[config.mk]
export PLATFORM = sky130hd
export DESIGN_NAME = sine_impulse_generator
export DESIGN_NICKNAME = d
export VERILOG_FILES = /design/src/rtl/sig_pkg.sv /design/src/rtl/sine_impulse_generator.sv
export VERILOG_INCLUDE_DIRS = /design/src /design/src/rtl
export SDC_FILE = /design/constraint.sdc
export NUM_CORES = 1
export LEC_CHECK = 0
export ABC_CLOCK_PERIOD_IN_PS = 22000
export BUFFER_PORTS_ARGS = -buffer_cell sky130_fd_sc_hd__buf_2
export CAP_MARGIN = 10
export CORE_UTILIZATION = 25
export CTS_BUF_LIST = sky130_fd_sc_hd__clkbuf_4 sky130_fd_sc_hd__clkbuf_8
export DETAILED_ROUTE_END_ITERATION = 10
export MAX_ROUTING_LAYER = met4
export SLEW_MARGIN = 10
export SYNTH_ARGS = -nofsm -noshare
export SYNTH_HDL_FRONTEND = slang
export SYNTH_SLANG_ARGS = --single-unit
export TNS_END_PERCENT = 50
[constraint.sdc]
create_clock -name aclk -period 22 [get_ports aclk]
set_clock_uncertainty 0.2 [all_clocks]
set_input_delay 3.3 -clock aclk [delete_from_list [all_inputs] [get_ports aclk]]
set_output_delay 3.3 -clock aclk [all_outputs]
set_load 0.01 [all_outputs]
[src/rtl/assert_macros.svh]
// Assertion macros used by the sine impulse generator RTL.
`ifndef ASSERT_MACROS_SVH
`define ASSERT_MACROS_SVH
`ifndef SYNTHESIS
// Same-cycle implication, disabled while reset is asserted.
`define ASSERT_IMPLY(lbl, clk, rstn, ante, cons) \
    lbl: assert property (@(posedge clk) disable iff (!rstn) (ante) |-> (cons)) \
        else $error("assertion failed");
// Next-cycle implication, disabled while reset is asserted.
`define ASSERT_NEXT(lbl, clk, rstn, ante, cons) \
    lbl: assert property (@(posedge clk) disable iff (!rstn) (ante) |=> (cons)) \
        else $error("assertion failed");
`else
`define ASSERT_IMPLY(lbl, clk, rstn, ante, cons)
`define ASSERT_NEXT(lbl, clk, rstn, ante, cons)
`endif
`endif

[src/rtl/sig_pkg.sv]
// Package with the constants and types of the sine impulse generator.
package sig_pkg;

    localparam int LEN_W      = 13;
    localparam int MAX_LENGTH = 4096;
    localparam int AMP_W      = 16;
    localparam int FRAC_W     = 17;
    localparam int CFG_W      = 17;
    localparam int CFG_IDX_W  = 2;

    localparam logic [31:0] PI_Q30  = 32'd3373259426;
    localparam logic [31:0] ONE_Q30 = 32'd1073741824;

    localparam int MUL_STEPS = 32;
    localparam int DIV_STEPS = 46;
    localparam int CNT_W     = 6;

    localparam logic [CFG_IDX_W-1:0] REG_PULSE_LENGTH   = 2'd0;
    localparam logic [CFG_IDX_W-1:0] REG_AMPLITUDE      = 2'd1;
    localparam logic [CFG_IDX_W-1:0] REG_WIDTH_FRACTION = 2'd2;

    typedef enum logic [4:0] {
        ST_IDLE = 5'b00001,
        ST_MUL  = 5'b00010,
        ST_DIV  = 5'b00100,
        ST_NEXT = 5'b01000,
        ST_DONE = 5'b10000
    } state_t;

    // Operation that the arithmetic unit has just finished.
    typedef enum logic [3:0] {
        OP_ZTEST,
        OP_DEN,
        OP_PHASE,
        OP_Y,
        OP_Y2,
        OP_D72,
        OP_M42,
        OP_D42,
        OP_M20,
        OP_D20,
        OP_M6,
        OP_D6,
        OP_S,
        OP_MAG
    } op_t;

endpackage

[src/rtl/sine_impulse_generator.sv]
// Sine impulse generator: position control, serial multiplier and divider, sequencer.
//
// Each input beat on the s_ channel is one tick; s_tdata[0] is start_req and
// restarts the pulse at sample zero. Every tick yields exactly one output beat
// on the m_ channel: m_tdata holds the signed sample, m_tlast marks the final
// sample of the pulse and m_tuser[0] is high while a pulse is being emitted.
// Configuration is written through cfg_wr_en/cfg_index/cfg_wdata, by the user
// only while idle; the block itself does not enforce this.
//
// All arithmetic runs through one shift-add multiplier (one bit per cycle) and
// one restoring divider (one quotient bit per cycle). A sample inside the pulse
// needs nine products and five quotients; a sample in the zero region at the
// pulse edges needs only the first product, and an idle tick none. The block
// works on one tick at a time; the next input beat is taken as soon as the
// sequencer is idle.
//
// The finished result sits in an output register, so a stalled receiver does
// not stop the next tick from being accepted and computed; only the hand-over
// into the output register waits for m_tready. Reset restores the register
// defaults, clears position and running state and empties the output.
module sine_impulse_generator (
    input  logic                            aclk,
    input  logic                            aresetn,
    input  logic                            s_tvalid,
    output logic                            s_tready,
    input  logic [7:0]                      s_tdata,   // [0] start_req, [7:1] zero
    output logic                            m_tvalid,
    input  logic                            m_tready,
    output logic [15:0]                     m_tdata,   // [15:0] sample
    output logic                            m_tlast,
    output logic [0:0]                      m_tuser,   // [0] active
    input  logic                            cfg_wr_en,
    input  logic [sig_pkg::CFG_IDX_W-1:0]   cfg_index,
    input  logic [sig_pkg::CFG_W-1:0]       cfg_wdata
);

`include "assert_macros.svh"

    localparam int LW = sig_pkg::LEN_W;
    localparam int CNT_W_L = sig_pkg::CNT_W;

    // Configuration registers.
    logic [LW-1:0]                 pl_reg;
    logic [sig_pkg::AMP_W-1:0]     amp_reg;
    logic [sig_pkg::FRAC_W-1:0]    wf_reg;

    always_ff @(posedge aclk) begin
        if (!aresetn) begin
            pl_reg  <= LW'(256);
            amp_reg <= 16'h7FFF;
            wf_reg  <= 17'h10000;
        end else if (cfg_wr_en) begin
            unique case (cfg_index)
                sig_pkg::REG_PULSE_LENGTH:   pl_reg  <= cfg_wdata[LW-1:0];
                sig_pkg::REG_AMPLITUDE:      amp_reg <= cfg_wdata[15:0];
                sig_pkg::REG_WIDTH_FRACTION: wf_reg  <= cfg_wdata;
                default: ;
            endcase
        end
    end

    // Effective length: zero counts as one, long pulses are capped.
    logic [LW-1:0] len_eff;
    always_comb begin
        if (pl_reg == '0) begin
            len_eff = LW'(1);
        end else if (pl_reg > LW'(sig_pkg::MAX_LENGTH)) begin
            len_eff = LW'(sig_pkg::MAX_LENGTH);
        end else begin
            len_eff = pl_reg;
        end
    end

    sig_pkg::state_t state_reg, state_next;
    sig_pkg::op_t    op_reg, op_next;

    logic [LW-1:0] position_reg, position_next;
    logic          running_reg, running_next;

    logic s_fire;
    assign s_tready = (state_reg == sig_pkg::ST_IDLE);
    assign s_fire   = s_tvalid && s_tready;

    // Tick decode from the current position.
    logic [LW-1:0] pos_w, half_w, m_w;
    logic          run_w, last_w;
    always_comb begin
        pos_w  = s_tdata[0] ? '0 : position_reg;
        run_w  = s_tdata[0] | running_reg;
        if (run_w && (pos_w >= len_eff)) begin
            run_w = 1'b0;
        end
        half_w = len_eff >> 1;
        m_w    = (pos_w <= half_w) ? pos_w : LW'((half_w << 1) - pos_w);
        last_w = (pos_w == LW'(len_eff - LW'(1)));
    end

    // Working registers of the sample computation.
    logic [LW-1:0]  m_reg, m_next;
    logic [LW-1:0]  len_reg, len_next;
    logic [16:0]    f_reg, f_next;
    logic [31:0]    y_reg, y_next;
    logic [31:0]    y2_reg, y2_next;
    logic [CNT_W_L-1:0] cnt_reg, cnt_next;

    // Serial multiplier operands and accumulator.
    logic [31:0] ma_reg, ma_next, mb_reg, mb_next;
    logic [63:0] acc_reg, acc_next;
    // Serial divider: remainder, divisor, dividend shifted into quotient.
    logic [29:0] rem_reg, rem_next;
    logic [29:0] dv_reg, dv_next;
    logic [45:0] dq_reg, dq_next;

    // Result and output registers.
    logic [15:0] smp_reg, smp_next;
    logic        last_reg, last_next;
    logic        act_reg, act_next;
    logic        ov_reg, ov_next;
    logic [15:0] osmp_reg, osmp_next;
    logic        olast_reg, olast_next;
    logic        oact_reg, oact_next;

    assign m_tvalid   = ov_reg;
    assign m_tdata    = osmp_reg;
    assign m_tlast    = olast_reg;
    assign m_tuser[0] = oact_reg;

    // Datapath helpers.
    logic [32:0] msum;
    logic [30:0] trial;
    logic        dge;
    logic        f_full;
    logic [16:0] p_w, x_w;
    logic [31:0] t_w;
    logic [15:0] a_mag;
    logic [63:0] rnd_w;
    logic [33:0] r_w;

    always_comb begin
        msum   = {1'b0, acc_reg[63:32]} + (mb_reg[0] ? {1'b0, ma_reg} : 33'd0);
        trial  = {rem_reg, dq_reg[45]};
        dge    = (trial >= {1'b0, dv_reg});
        f_full = (f_reg >= 17'h10000);
        p_w    = ((|dq_reg[45:17]) || (dq_reg[16:0] > 17'h10000)) ? 17'h10000 : dq_reg[16:0];
        x_w    = (p_w > 17'h08000) ? 17'(17'h10000 - p_w) : p_w;
        t_w    = sig_pkg::ONE_Q30 - dq_reg[31:0];
        a_mag  = amp_reg[15] ? 16'(-amp_reg) : amp_reg;
        rnd_w  = acc_reg + 64'h0000_0000_2000_0000;
        r_w    = rnd_w[63:30];
    end

    always_comb begin
        state_next    = state_reg;
        op_next       = op_reg;
        position_next = position_reg;
        running_next  = running_reg;
        m_next        = m_reg;
        len_next      = len_reg;
        f_next        = f_reg;
        y_next        = y_reg;
        y2_next       = y2_reg;
        cnt_next      = cnt_reg;
        ma_next       = ma_reg;
        mb_next       = mb_reg;
        acc_next      = acc_reg;
        rem_next      = rem_reg;
        dv_next       = dv_reg;
        dq_next       = dq_reg;
        smp_next      = smp_reg;
        last_next     = last_reg;
        act_next      = act_reg;
        ov_next       = ov_reg;
        osmp_next     = osmp_reg;
        olast_next    = olast_reg;
        oact_next     = oact_reg;

        if (ov_reg && m_tready) begin
            ov_next = 1'b0;
        end

        unique case (state_reg)
            sig_pkg::ST_IDLE: begin
                if (s_fire) begin
                    if (!run_w) begin
                        position_next = pos_w;
                        running_next  = 1'b0;
                        smp_next      = '0;
                        last_next     = 1'b0;
                        act_next      = 1'b0;
                        state_next    = sig_pkg::ST_DONE;
                    end else begin
                        position_next = LW'(pos_w + LW'(1));
                        running_next  = !last_w;
                        last_next     = last_w;
                        act_next      = 1'b1;
                        m_next        = m_w;
                        len_next      = len_eff;
                        f_next        = (wf_reg == '0) ? 17'h10000 : wf_reg;
                        // First product: len * (1 - F), for the zero-region test.
                        ma_next       = 32'(len_eff);
                        mb_next       = '0;
                        if (wf_reg < 17'h10000 && wf_reg != '0) begin
                            mb_next = 32'(17'h10000 - wf_reg);
                        end
                        acc_next      = '0;
                        cnt_next      = '0;
                        op_next       = sig_pkg::OP_ZTEST;
                        state_next    = sig_pkg::ST_MUL;
                    end
                end
            end
            sig_pkg::ST_MUL: begin
                acc_next = {msum, acc_reg[31:1]};
                mb_next  = mb_reg >> 1;
                cnt_next = CNT_W_L'(cnt_reg + CNT_W_L'(1));
                if (cnt_reg == CNT_W_L'(sig_pkg::MUL_STEPS - 1)) begin
                    state_next = sig_pkg::ST_NEXT;
                end
            end
            sig_pkg::ST_DIV: begin
                rem_next = dge ? 30'(trial - {1'b0, dv_reg}) : trial[29:0];
                dq_next  = {dq_reg[44:0], dge};
                cnt_next = CNT_W_L'(cnt_reg + CNT_W_L'(1));
                if (cnt_reg == CNT_W_L'(sig_pkg::DIV_STEPS - 1)) begin
                    state_next = sig_pkg::ST_NEXT;
                end
            end
            sig_pkg::ST_NEXT: begin
                cnt_next = '0;
                acc_next = '0;
                rem_next = '0;
                unique case (op_reg)
                    sig_pkg::OP_ZTEST: begin
                        if (!f_full && ({m_reg, 17'd0} < acc_reg[29:0])) begin
                            smp_next   = '0;
                            state_next = sig_pkg::ST_DONE;
                        end else begin
                            ma_next    = 32'(len_reg);
                            mb_next    = 32'(18'h10000 + 18'(f_reg));
                            op_next    = sig_pkg::OP_DEN;
                            state_next = sig_pkg::ST_MUL;
                        end
                    end
                    sig_pkg::OP_DEN: begin
                        dv_next    = acc_reg[29:0];
                        dq_next    = {m_reg, 33'd0} + 46'(acc_reg[29:1]);
                        op_next    = sig_pkg::OP_PHASE;
                        state_next = sig_pkg::ST_DIV;
                    end
                    sig_pkg::OP_PHASE: begin
                        ma_next    = 32'(x_w);
                        mb_next    = sig_pkg::PI_Q30;
                        op_next    = sig_pkg::OP_Y;
                        state_next = sig_pkg::ST_MUL;
                    end
                    sig_pkg::OP_Y: begin
                        y_next     = acc_reg[47:16];
                        ma_next    = acc_reg[47:16];
                        mb_next    = acc_reg[47:16];
                        op_next    = sig_pkg::OP_Y2;
                        state_next = sig_pkg::ST_MUL;
                    end
                    sig_pkg::OP_Y2: begin
                        y2_next    = acc_reg[61:30];
                        dq_next    = 46'(acc_reg[61:30]);
                        dv_next    = 30'd72;
                        op_next    = sig_pkg::OP_D72;
                        state_next = sig_pkg::ST_DIV;
                    end
                    sig_pkg::OP_D72, sig_pkg::OP_D42, sig_pkg::OP_D20: begin
                        ma_next    = y2_reg;
                        mb_next    = t_w;
                        state_next = sig_pkg::ST_MUL;
                        if (op_reg == sig_pkg::OP_D72) begin
                            op_next = sig_pkg::OP_M42;
                        end else if (op_reg == sig_pkg::OP_D42) begin
                            op_next = sig_pkg::OP_M20;
                        end else begin
                            op_next = sig_pkg::OP_M6;
                        end
                    end
                    sig_pkg::OP_M42, sig_pkg::OP_M20, sig_pkg::OP_M6: begin
                        dq_next    = 46'(acc_reg[61:30]);
                        state_next = sig_pkg::ST_DIV;
                        if (op_reg == sig_pkg::OP_M42) begin
                            dv_next = 30'd42;
                            op_next = sig_pkg::OP_D42;
                        end else if (op_reg == sig_pkg::OP_M20) begin
                            dv_next = 30'd20;
                            op_next = sig_pkg::OP_D20;
                        end else begin
                            dv_next = 30'd6;
                            op_next = sig_pkg::OP_D6;
                        end
                    end
                    sig_pkg::OP_D6: begin
                        ma_next    = y_reg;
                        mb_next    = t_w;
                        op_next    = sig_pkg::OP_S;
                        state_next = sig_pkg::ST_MUL;
                    end
                    sig_pkg::OP_S: begin
                        ma_next    = 32'(a_mag);
                        mb_next    = acc_reg[61:30];
                        op_next    = sig_pkg::OP_MAG;
                        state_next = sig_pkg::ST_MUL;
                    end
                    sig_pkg::OP_MAG: begin
                        // Round half away from zero, restore the sign, saturate.
                        if (amp_reg[15]) begin
                            smp_next = (r_w > 34'd32768) ? 16'h8000 : 16'(~r_w[15:0] + 16'd1);
                        end else begin
                            smp_next = (r_w > 34'd32767) ? 16'h7FFF : r_w[15:0];
                        end
                        state_next = sig_pkg::ST_DONE;
                    end
                    default: begin
                        state_next = sig_pkg::ST_DONE;
                    end
                endcase
            end
            sig_pkg::ST_DONE: begin
                if (!ov_reg || m_tready) begin
                    ov_next    = 1'b1;
                    osmp_next  = smp_reg;
                    olast_next = last_reg;
                    oact_next  = act_reg;
                    state_next = sig_pkg::ST_IDLE;
                end
            end
            default: begin
                state_next = sig_pkg::ST_IDLE;
            end
        endcase
    end

    always_ff @(posedge aclk) begin
        if (!aresetn) begin
            state_reg    <= sig_pkg::ST_IDLE;
            op_reg       <= sig_pkg::OP_ZTEST;
            position_reg <= '0;
            running_reg  <= 1'b0;
            ov_reg       <= 1'b0;
            cnt_reg      <= '0;
        end else begin
            state_reg    <= state_next;
            op_reg       <= op_next;
            position_reg <= position_next;
            running_reg  <= running_next;
            ov_reg       <= ov_next;
            cnt_reg      <= cnt_next;
        end
    end

    always_ff @(posedge aclk) begin
        m_reg     <= m_next;
        len_reg   <= len_next;
        f_reg     <= f_next;
        y_reg     <= y_next;
        y2_reg    <= y2_next;
        ma_reg    <= ma_next;
        mb_reg    <= mb_next;
        acc_reg   <= acc_next;
        rem_reg   <= rem_next;
        dv_reg    <= dv_next;
        dq_reg    <= dq_next;
        smp_reg   <= smp_next;
        last_reg  <= last_next;
        act_reg   <= act_next;
        osmp_reg  <= osmp_next;
        olast_reg <= olast_next;
        oact_reg  <= oact_next;
    end

    // An idle tick goes straight to the hand-over with an inactive result.
    `ASSERT_NEXT(a_idle_tick, aclk, aresetn, s_fire && !s_tdata[0] && !running_reg, state_reg == sig_pkg::ST_DONE && !act_reg)
    // An inactive beat carries a zero sample and no last flag.
    `ASSERT_IMPLY(a_inactive_zero, aclk, aresetn, m_tvalid && !m_tuser[0], m_tdata == 16'd0 && !m_tlast)
    // The final sample of a pulse always belongs to an active pulse.
    `ASSERT_IMPLY(a_last_active, aclk, aresetn, m_tvalid && m_tlast, m_tuser[0])

endmodule

---- Word level (Yosys, flattened, before mapping) ----
Index checks and enable logic that the tools add are counted.
word-level totals
  flip-flop bits (word level) ............. 453
  input port bits ......................... 32
  output and inout bits ................... 20
  word-level logic and storage cells ...... 198
operators by class
  add/subtract/negate cells ............... 14
  order comparisons ....................... 11
  equal/unequal tests ..................... 36
  multiplexer cells ....................... 64
  bitwise logic cells ..................... 2
  reductions and logical operators ........ 45
operator list
  cell                                                             number
  2-to-1 mux 32 bit                                                8
  case mux 32 bit (6 select lines)                                 1
  case mux 64 bit (3 select lines)                                 1
  case mux 46 bit (2 select lines)                                 2
  case mux 32 bit (5 select lines)                                 1
  2-to-1 mux 64 bit                                                2
  2-to-1 mux 16 bit                                                7
  case mux 32 bit (3 select lines)                                 1
  case mux 30 bit (3 select lines)                                 1
  2-to-1 mux 13 bit                                                5
  adder 64 x 30 -> 64 bit, second input constant                   1
  case mux 16 bit (2 select lines)                                 2
  case mux 32 bit (2 select lines)                                 1
  case mux 30 bit (2 select lines)                                 1
  adder 46 x 29 -> 46 bit                                          1
  case mux 4 bit (9 select lines)                                  1
  2-to-1 mux 5 bit                                                 7
  greater-than comparator 34 x 15 -> 1 bit, second input constant  1
  greater-than comparator 34 x 16 -> 1 bit, second input constant  1
  2-to-1 mux 17 bit                                                2
  adder 32 x 32 -> 33 bit                                          1
  subtractor 31 x 32 -> 32 bit, first input constant               1
  greater-or-equal comparator 31 x 30 -> 1 bit                     1
  < comparator 30 bit                                              1
  69 further kinds                                                 121

---- Logic depth before layout (Yosys ltp) ----
Gate-level depths: netlist of the first run.
  word-level depth ........................ 9
  depth in mapped cells ................... 19
  depth with buffers taken out ............ 16

---- Worst setup path before layout of the first run ----
No wires, ideal clock.
  kind .................................... in2reg
  start point ............................. input port s_tdata[0]
  end point ............................... register mb_reg[0] (enable)
  setup time .............................. 0.432 ns
  arrival time ............................ 8.833 ns
  data required time ...................... 21.368 ns
  slack ................................... 12.535 ns
  stages .................................. 14
  buffers on the path ..................... 3
  cells stage by stage .................... clkbuf_1 nand2b_1 inv_1 ha_1 clkbuf_1 a211o_1 o2111ai_1 a21oi_1 o41ai_1 nand3_1 inv_1 clkbuf_1 nor2_1 a21oi_1
between the ends
  cells in the longest elaborated chain, start to end .. 6
  elaborated cells on any way between the ends .. 7
  classes of those cells .................. order compare: 1; eq/ne: 1; mux: 2; bitwise: 1; reduce/logical: 2
RTL lines
  element                               RTL line                       text
  start, declared                       sine_impulse_generator.sv:26   input logic [7:0] s_tdata,
  2-to-1 mux 13 bit                     sine_impulse_generator.sv:88   pos_w = s_tdata[0] ? '0 : position_reg;
  greater-or-equal comparator 13 bit    sine_impulse_generator.sv:90   if (run_w && (pos_w >= len_eff)) begin
  logical AND 1 bit                     sine_impulse_generator.sv:90
  2-to-1 mux 1 bit (*)                  sine_impulse_generator.sv:90
  != test 2 x 1 -> 1 bit (no line) (*)  n/a
  AND reduction 5 bit (no line) (*)     n/a
  end signal, assigned                  sine_impulse_generator.sv:362  mb_reg <= mb_next;
  end, declared                         sine_impulse_generator.sv:107  logic [31:0] ma_reg, ma_next, mb_reg, mb_next;
Mark *: on every way between the ends. The rest lies on a longest branch, timed or not.
A chain may end at the register's enable or synchronous reset.

---- Final worst setup path of the first run ----
  start point ............................. input port s_tdata[0]
  end point ............................... register mb_reg[30] (enable)
The elaborated chain is that of the path after synthesis.

==> results of run 1 <==
## report_power, final
part | total, mW | switching [mW] | internal (mW)
Sequential | 1.03 | 0.0454 | 0.980
Combinational | 0.241 | 0.154 | 0.0868
Clock | 0.916 | 0.384 | 0.532
Total | 2.18 | 0.584 | 1.60
## cell type report
cell class              count  area, um^2
fillers                 11000       75500
multi-input cells        2015       13100
flip-flops and latches    453       12800
well taps                1391        1740
clock buffers             102        1300
clock inverters            42         533
repair buffers             79         483
inverters                 114         428
diodes                      3        7.51
## routing by layer
layer / routed length (um) / track usage / vias up
li1: - / - / 10100
met2: 38000 / 0.241 / 863
met1: 34600 / 0.194 / 10300
met4: 2360 / 0.0518 / 0
met3: 5890 / 0.0235 / 136
met5: 0 / - / -
## logic make-up after synthesis
group / Yosys count / share of synthesized area
AND/OR/NAND/NOR: 990 / 0.180
AO/OA/AOI/OAI: 686 / 0.171
multiplexers: 44 / 0.0166
XOR/XNOR: 167 / 0.0545
flip-flops: 453 / 0.479
adder cells (fa/ha/maj): 128 / 0.0606
buffers and inverters: 268 / 0.0388
## synthesized netlist by cell type, types with 64 or more instances
master	instances
a21oi_1	208
and2_1	64
clkbuf_1	129
dfxtp_1	76
edfxtp_1	377
ha_1	125
inv_1	114
nand2_1	306
nand3_1	69
nor2_1	247
o21ai_0	135
xnor2_1	88
xor2_1	79
## through the flow
stage / hold WS (ns) / worst slack [ns]
floorplan: 0.200 / 12.54
global placement: 0.205 / 14.16
detailed placement: 0.206 / 14.14
CTS: 0.219 / 14.88
global route: 0.224 / 14.53
finish: 0.217 / 14.86
## how the worst max path moves through the flow
| stage | end | cells past startpoint | start |
|---|---|---|---|
| 6_report | mb_reg[30] | 14 | s_tdata[0] |
| 5_1_grt | mb_reg[5] | 14 | s_tdata[0] |
| 4_1_cts | mb_reg[30] | 14 | s_tdata[0] |
| 3_5_place_dp | mb_reg[25] | 14 | s_tdata[0] |
| 3_3_place_gp | mb_reg[5] | 14 | s_tdata[0] |
| 2_1_floorplan | mb_reg[0] | 14 | s_tdata[0] |
==> flow_metrics.tcl, run 1 <==
set metrics [dict create \
    status "completed" \
    tightestPinTransition_ns 1.24 \
    dieArea_mm2 0.109 \
    final_common_cell "edfxtp_1" \
    htreeDepth 3 \
    antenna_found_initial 2 \
    rsz0062_at_grt "false" \
    critPathMaxStageDelay_ns 0.95 \
    setup-tns-final_ns 0 \
    gp_congestion 0.896 \
    cpLargestDelayFamily "compound AO/OA/AOI/OAI gates" \
    setup_viol 0 \
    syn_area_mm2 0.0268 \
    core-area_mm2 0.106 \
    period_share 0.324 \
    grt_overflow 0 \
    leakagePower_nw 11.0 \
    synth_top_area_frac 0.422 \
    drt_iter0_drc 2355 \
    worstSetupPathType "input pin to flip-flop" \
    vias_per_cell 5.11 \
    ioPinCount 52 \
    die_h_um 330 \
    place_hpwl_um 56300 \
    placed_cells 4051 \
    cts.hold.buffers_added 0 \
    hold_start "smp_reg[5]" \
    postCtsSetupBuffers 0 \
    post_drt_wl_per_cell_um 19.3 \
    grt_max_degree 64 \
    ys_ff_latch 453 \
    fin_util 0.287 \
    min_period_ns 7.14 \
    dieWidth_um 330 \
    arrival_ns 7.23 \
    synth_ff_type "edfxtp_1" \
    cts_root_buffer "clkbuf_8" \
    endpoint_kind "flip-flop" \
    insertion_delay_ns 0.71 \
    drc 0 \
    totalWireLength_um 80900 \
    finalPower_mw 2.18 \
    critPathSlowestCell "a21oi_4" \
    finalHoldViolCount 0 \
    r2r_slack_ns 16.69 \
    regToRegStartpoint "pl_reg[2]" \
    path_clk_slew_ns 0.06 \
    path_max_fanout 32 \
    drt_first_pass_iters 9 \
    cts_max_path_buffers 3 \
    power.density_mw_per_mm2 71.8 \
    drive_gt1_frac 0.100 \
    synth.distinct_cells 82 \
    placedInstanceArea_mm2 0.0285 \
    fin_cells 4199 \
    final_area_mm2 0.0304 \
    hp-class "flip-flop to flip-flop" \
    required_ns 22.09 \
    drv_cap 0 \
    largest_register_ffs 64 \
    layout_common_cells "edfxtp_1 (377), nand2_1 (304), nor2_1 (242)" \
    ys_top_cells_by_area "edfxtp_1 (42%), ha_1 (5.8%), dfxtp_1 (5.7%), nand2_1 (4.3%), a21oi_1 (3.9%)" \
    first_global_vias 20300 \
    synth-edff-count 377 \
    cts-resized-gates 0 \
    rows 119 \
    syn_avg_cell_area_um2 9.80 \
    final_max_slew_viol_count 0 \
    drtAntennaViolNets 0 \
    maxSlewHeadroom 0.174 \
    numCtsBuffers 78 \
    cts_num_sinks 453 \
    io_buffers 44 \
    syn_to_final_growth_pct 13.3 \
    hold-path-cell-count 0 \
    grt_pass1_wl_um 123000 \
    initial_core_util 0.253 \
    cts_tree "done" \
    path_buf_inv 4 \
    synthCells 2736 \
    grt_use_total 0.151 \
    synth_top_cell_by_area "edfxtp_1" \
    vias 21500 \
    path_cells "buf_2, nand2b_1, inv_1, ha_1, nor2b_1, o21a_1, o21ai_0, a21oi_1, o41ai_1, nand3_1, inv_2, nor2_1, buf_4, a21oi_4" \
    reg2reg_to "mb_reg[30]" \
    yosysWarnings 0 \
    startpoint_type "input pin" \
    ir_drop_v 0.0000563 \
    yosysSeqAreaShare 0.479 \
    synth_nets 2896 \
    fmax_mhz 140 \
    r2r_cells 16 \
    async_reset_ff_frac 0 \
    holdPathEnd "m_tdata[5]" \
    finalNetCount 2901 \
]
No activity file was read; power rests on OpenSTA's default activity.
==> inputs of run 2 (changes only) <==
Settings changed: ABC_AREA from default to 1, ABC_CLOCK_PERIOD_IN_PS 22000 to 7200.
Clock period 22 ns to 7.2 ns, I/O delays scaled along.
==> flow_metrics.tcl, run 2 <==
set metrics [dict create \
    status "completed" \
    fmax_mhz 174 \
    dieArea_mm2 0.114 \
    finalHoldViolCount 0 \
    finalNetCount 3734 \
    io_buffers 44 \
    totalWireLength_um 94900 \
    post_drt_wl_per_cell_um 18.5 \
    synth_nets 3679 \
    grt_max_degree 75 \
    synth_ff_type "edfxtp_1" \
    critPathMaxStageDelay_ns 0.46 \
    yosysMostFrequentCell "nand2_1" \
    first_global_vias 23500 \
    tightestPinTransition_ns 1.16 \
    synth_top_cell_by_area "edfxtp_1" \
    synthCells 3519 \
    synth_top_area_frac 0.402 \
    cts_max_path_buffers 3 \
    syn_avg_cell_area_um2 8.00 \
    ioPinCount 52 \
    startpoint_type "flip-flop" \
    finalPower_mw 9.89 \
    ir_drop_v 0.000236 \
    grt_use_total 0.169 \
    cts-resized-gates 0 \
    yosys-top-cells-count "nand2_1 (825), inv_1 (436), nor2_1 (402), edfxtp_1 (377), a21oi_1 (263)" \
    drt_iter0_drc 2561 \
    hold_start "smp_reg[15]" \
    vias 25000 \
    drv_cap 0 \
    period_share 0.798 \
    ys_top_cells_by_area "edfxtp_1 (40%), nand2_1 (11%), inv_1 (5.8%), ha_1 (5.6%), dfxtp_1 (5.4%)" \
    path_clk_slew_ns 0.06 \
    final_max_slew_viol_count 0 \
    power.density_mw_per_mm2 311 \
    hold-path-cell-count 0 \
    drtAntennaViolNets 0 \
    cts_tree "done" \
    numCtsBuffers 81 \
    place_hpwl_um 71100 \
    vias_per_cell 4.88 \
    arrival_ns 5.96 \
    antenna_found_initial 3 \
    hp-class "flip-flop to flip-flop" \
    holdPathEnd "m_tdata[15]" \
    core-area_mm2 0.111 \
    worstSetupPathType "flip-flop to flip-flop" \
    drive_gt1_frac 0.0753 \
    synth-edff-count 377 \
    rows 122 \
    required_ns 7.42 \
    initial_core_util 0.253 \
    dieWidth_um 338 \
    layout_setup_ws_ns 1.45 \
    async_reset_ff_frac 0 \
    die_h_um 338 \
    synth.distinct_cells 65 \
    min_period_ns 5.75 \
    dp_slack_ns 1.59 \
    final_common_cell "nand2_1" \
    r2r_slack_ns 1.45 \
    cts_root_buffer "clkbuf_8" \
    cts.hold.buffers_added 0 \
    maxSlewHeadroom 0.225 \
    postCtsSetupBuffers 0 \
    critPathSlowestCell "edfxtp_1" \
    regToRegStartpoint "dq_reg[1]" \
    path_max_fanout 29 \
    crit_top_cell "nand2_1" \
    grt_pass1_wl_um 144000 \
    setup-tns-final_ns 0 \
    rsz0062_at_grt "false" \
    reg2reg_to "ma_reg[10]" \
    endpoint_kind "flip-flop" \
    drt_first_pass_iters 6 \
    htreeDepth 3 \
    r2r_cells 30 \
    setup_viol 0 \
    drc 0 \
    layout_common_cells "nand2_1 (823), inv_1 (434), nor2_1 (395)" \
    grt_overflow 0 \
    syn_area_mm2 0.0281 \
    ys_ff_latch 453 \
    cts_num_sinks 453 \
    insertion_delay_ns 0.68 \
    syn_to_final_growth_pct 12.8 \
    fillers 12100 \
    largest_register_ffs 64 \
    whs_ns 0.215 \
    yosysSeqAreaShare 0.456 \
    leakagePower_nw 13.0 \
    yosysWarnings 0 \
    gp_congestion 0.956 \
]
-- run 2: cell types whose count changed after synthesis, moves of 62 or more --
cell	change
nand2_1	+519
o21ai_0	+112
nor2_1	+155
and2_1	-62
inv_1	+322
nand3_1	+115
xnor2_1	-64
-- run 2: cell families (layout without fill, tap and decap cells) --
family	count (synthesis)	in the layout	share of synthesized area
and+or+nand+nor	1583	1583	0.236
AOI/OAI and AO/OA	703	703	0.144
buffers and inverters	558	679	0.0760
DFF	453	453	0.456
adders and majority gates	128	128	0.0577
xor gates and xnor gates	94	94	0.0298
other	0	2	0
-- run 2: worst max path at each step --
| stage | startpoint | end | slack (ns) | depth (start not counted) |
|---|---|---|---|---|
| 2_1_floorplan | s_tdata[0] | mb_reg[0] | 2.21 | 14 |
| 3_3_place_gp | dq_reg[1] | ma_reg[10] | 1.68 | 30 |
| 3_5_place_dp | dq_reg[1] | ma_reg[10] | 1.59 | 30 |
| 4_1_cts | dq_reg[1] | ma_reg[10] | 1.57 | 30 |
| 5_1_grt | dq_reg[1] | ma_reg[10] | 0.98 | 30 |
| 6_report | dq_reg[1] | ma_reg[10] | 1.45 | 30 |
-- run 2: through the flow --
step	cell area (um^2)	utilization	std cells
after floorplan	28100	-	3519
after global placement	30100	0.271	4978
after detailed placement	30100	0.271	4978
after CTS	31700	0.285	5127
after global routing	31800	0.286	5130
final	31800	0.286	5130
-- run 2: area by class of cell --
type / count / area [um^2] / area share
Timing Repair Buffer: 80 / 523 / 0.0165
Clock buffer: 102 / 1300 / 0.0409
Clock inverter: 47 / 310 / 0.00977
Tap cell: 1488 / 1860 / 0.0586
Multi-Input combinational cell: 2508 / 13200 / 0.416
Inverter: 450 / 1690 / 0.0532
Antenna cell: 2 / 5.00 / 0.000158
Sequential cell: 453 / 12800 / 0.404
-- run 2: power by group --
part           internal, mW  leakage, nW  total, mW  switching, mW
clock network          1.33        0.844       2.48           1.15
logic                 0.796         7.96       3.14           2.34
registers              3.69         4.15       4.27          0.580
total                  5.81         13.0       9.89           4.08
-- run 2: critical path: cells and delay by family (launching register included) --
kind | cells | cell delay, ns
adders and majority gates | 3 | 0.74
buffers and inverters | 5 | 0.87
DFF | 1 | 0.46
and+or+nand+nor | 22 | 3.21
-- run 2: layer usage --
| metal | vias up | share of wire | GRT usage |
|---|---|---|---|
| met5 | - | 0 | - |
| met1 | 11800 | 0.45 | 0.229 |
| met4 | 0 | 0.036 | 0.0639 |
| met3 | 163 | 0.081 | 0.0268 |
| met2 | 1016 | 0.44 | 0.253 |
| li1 | 12100 | - | - |
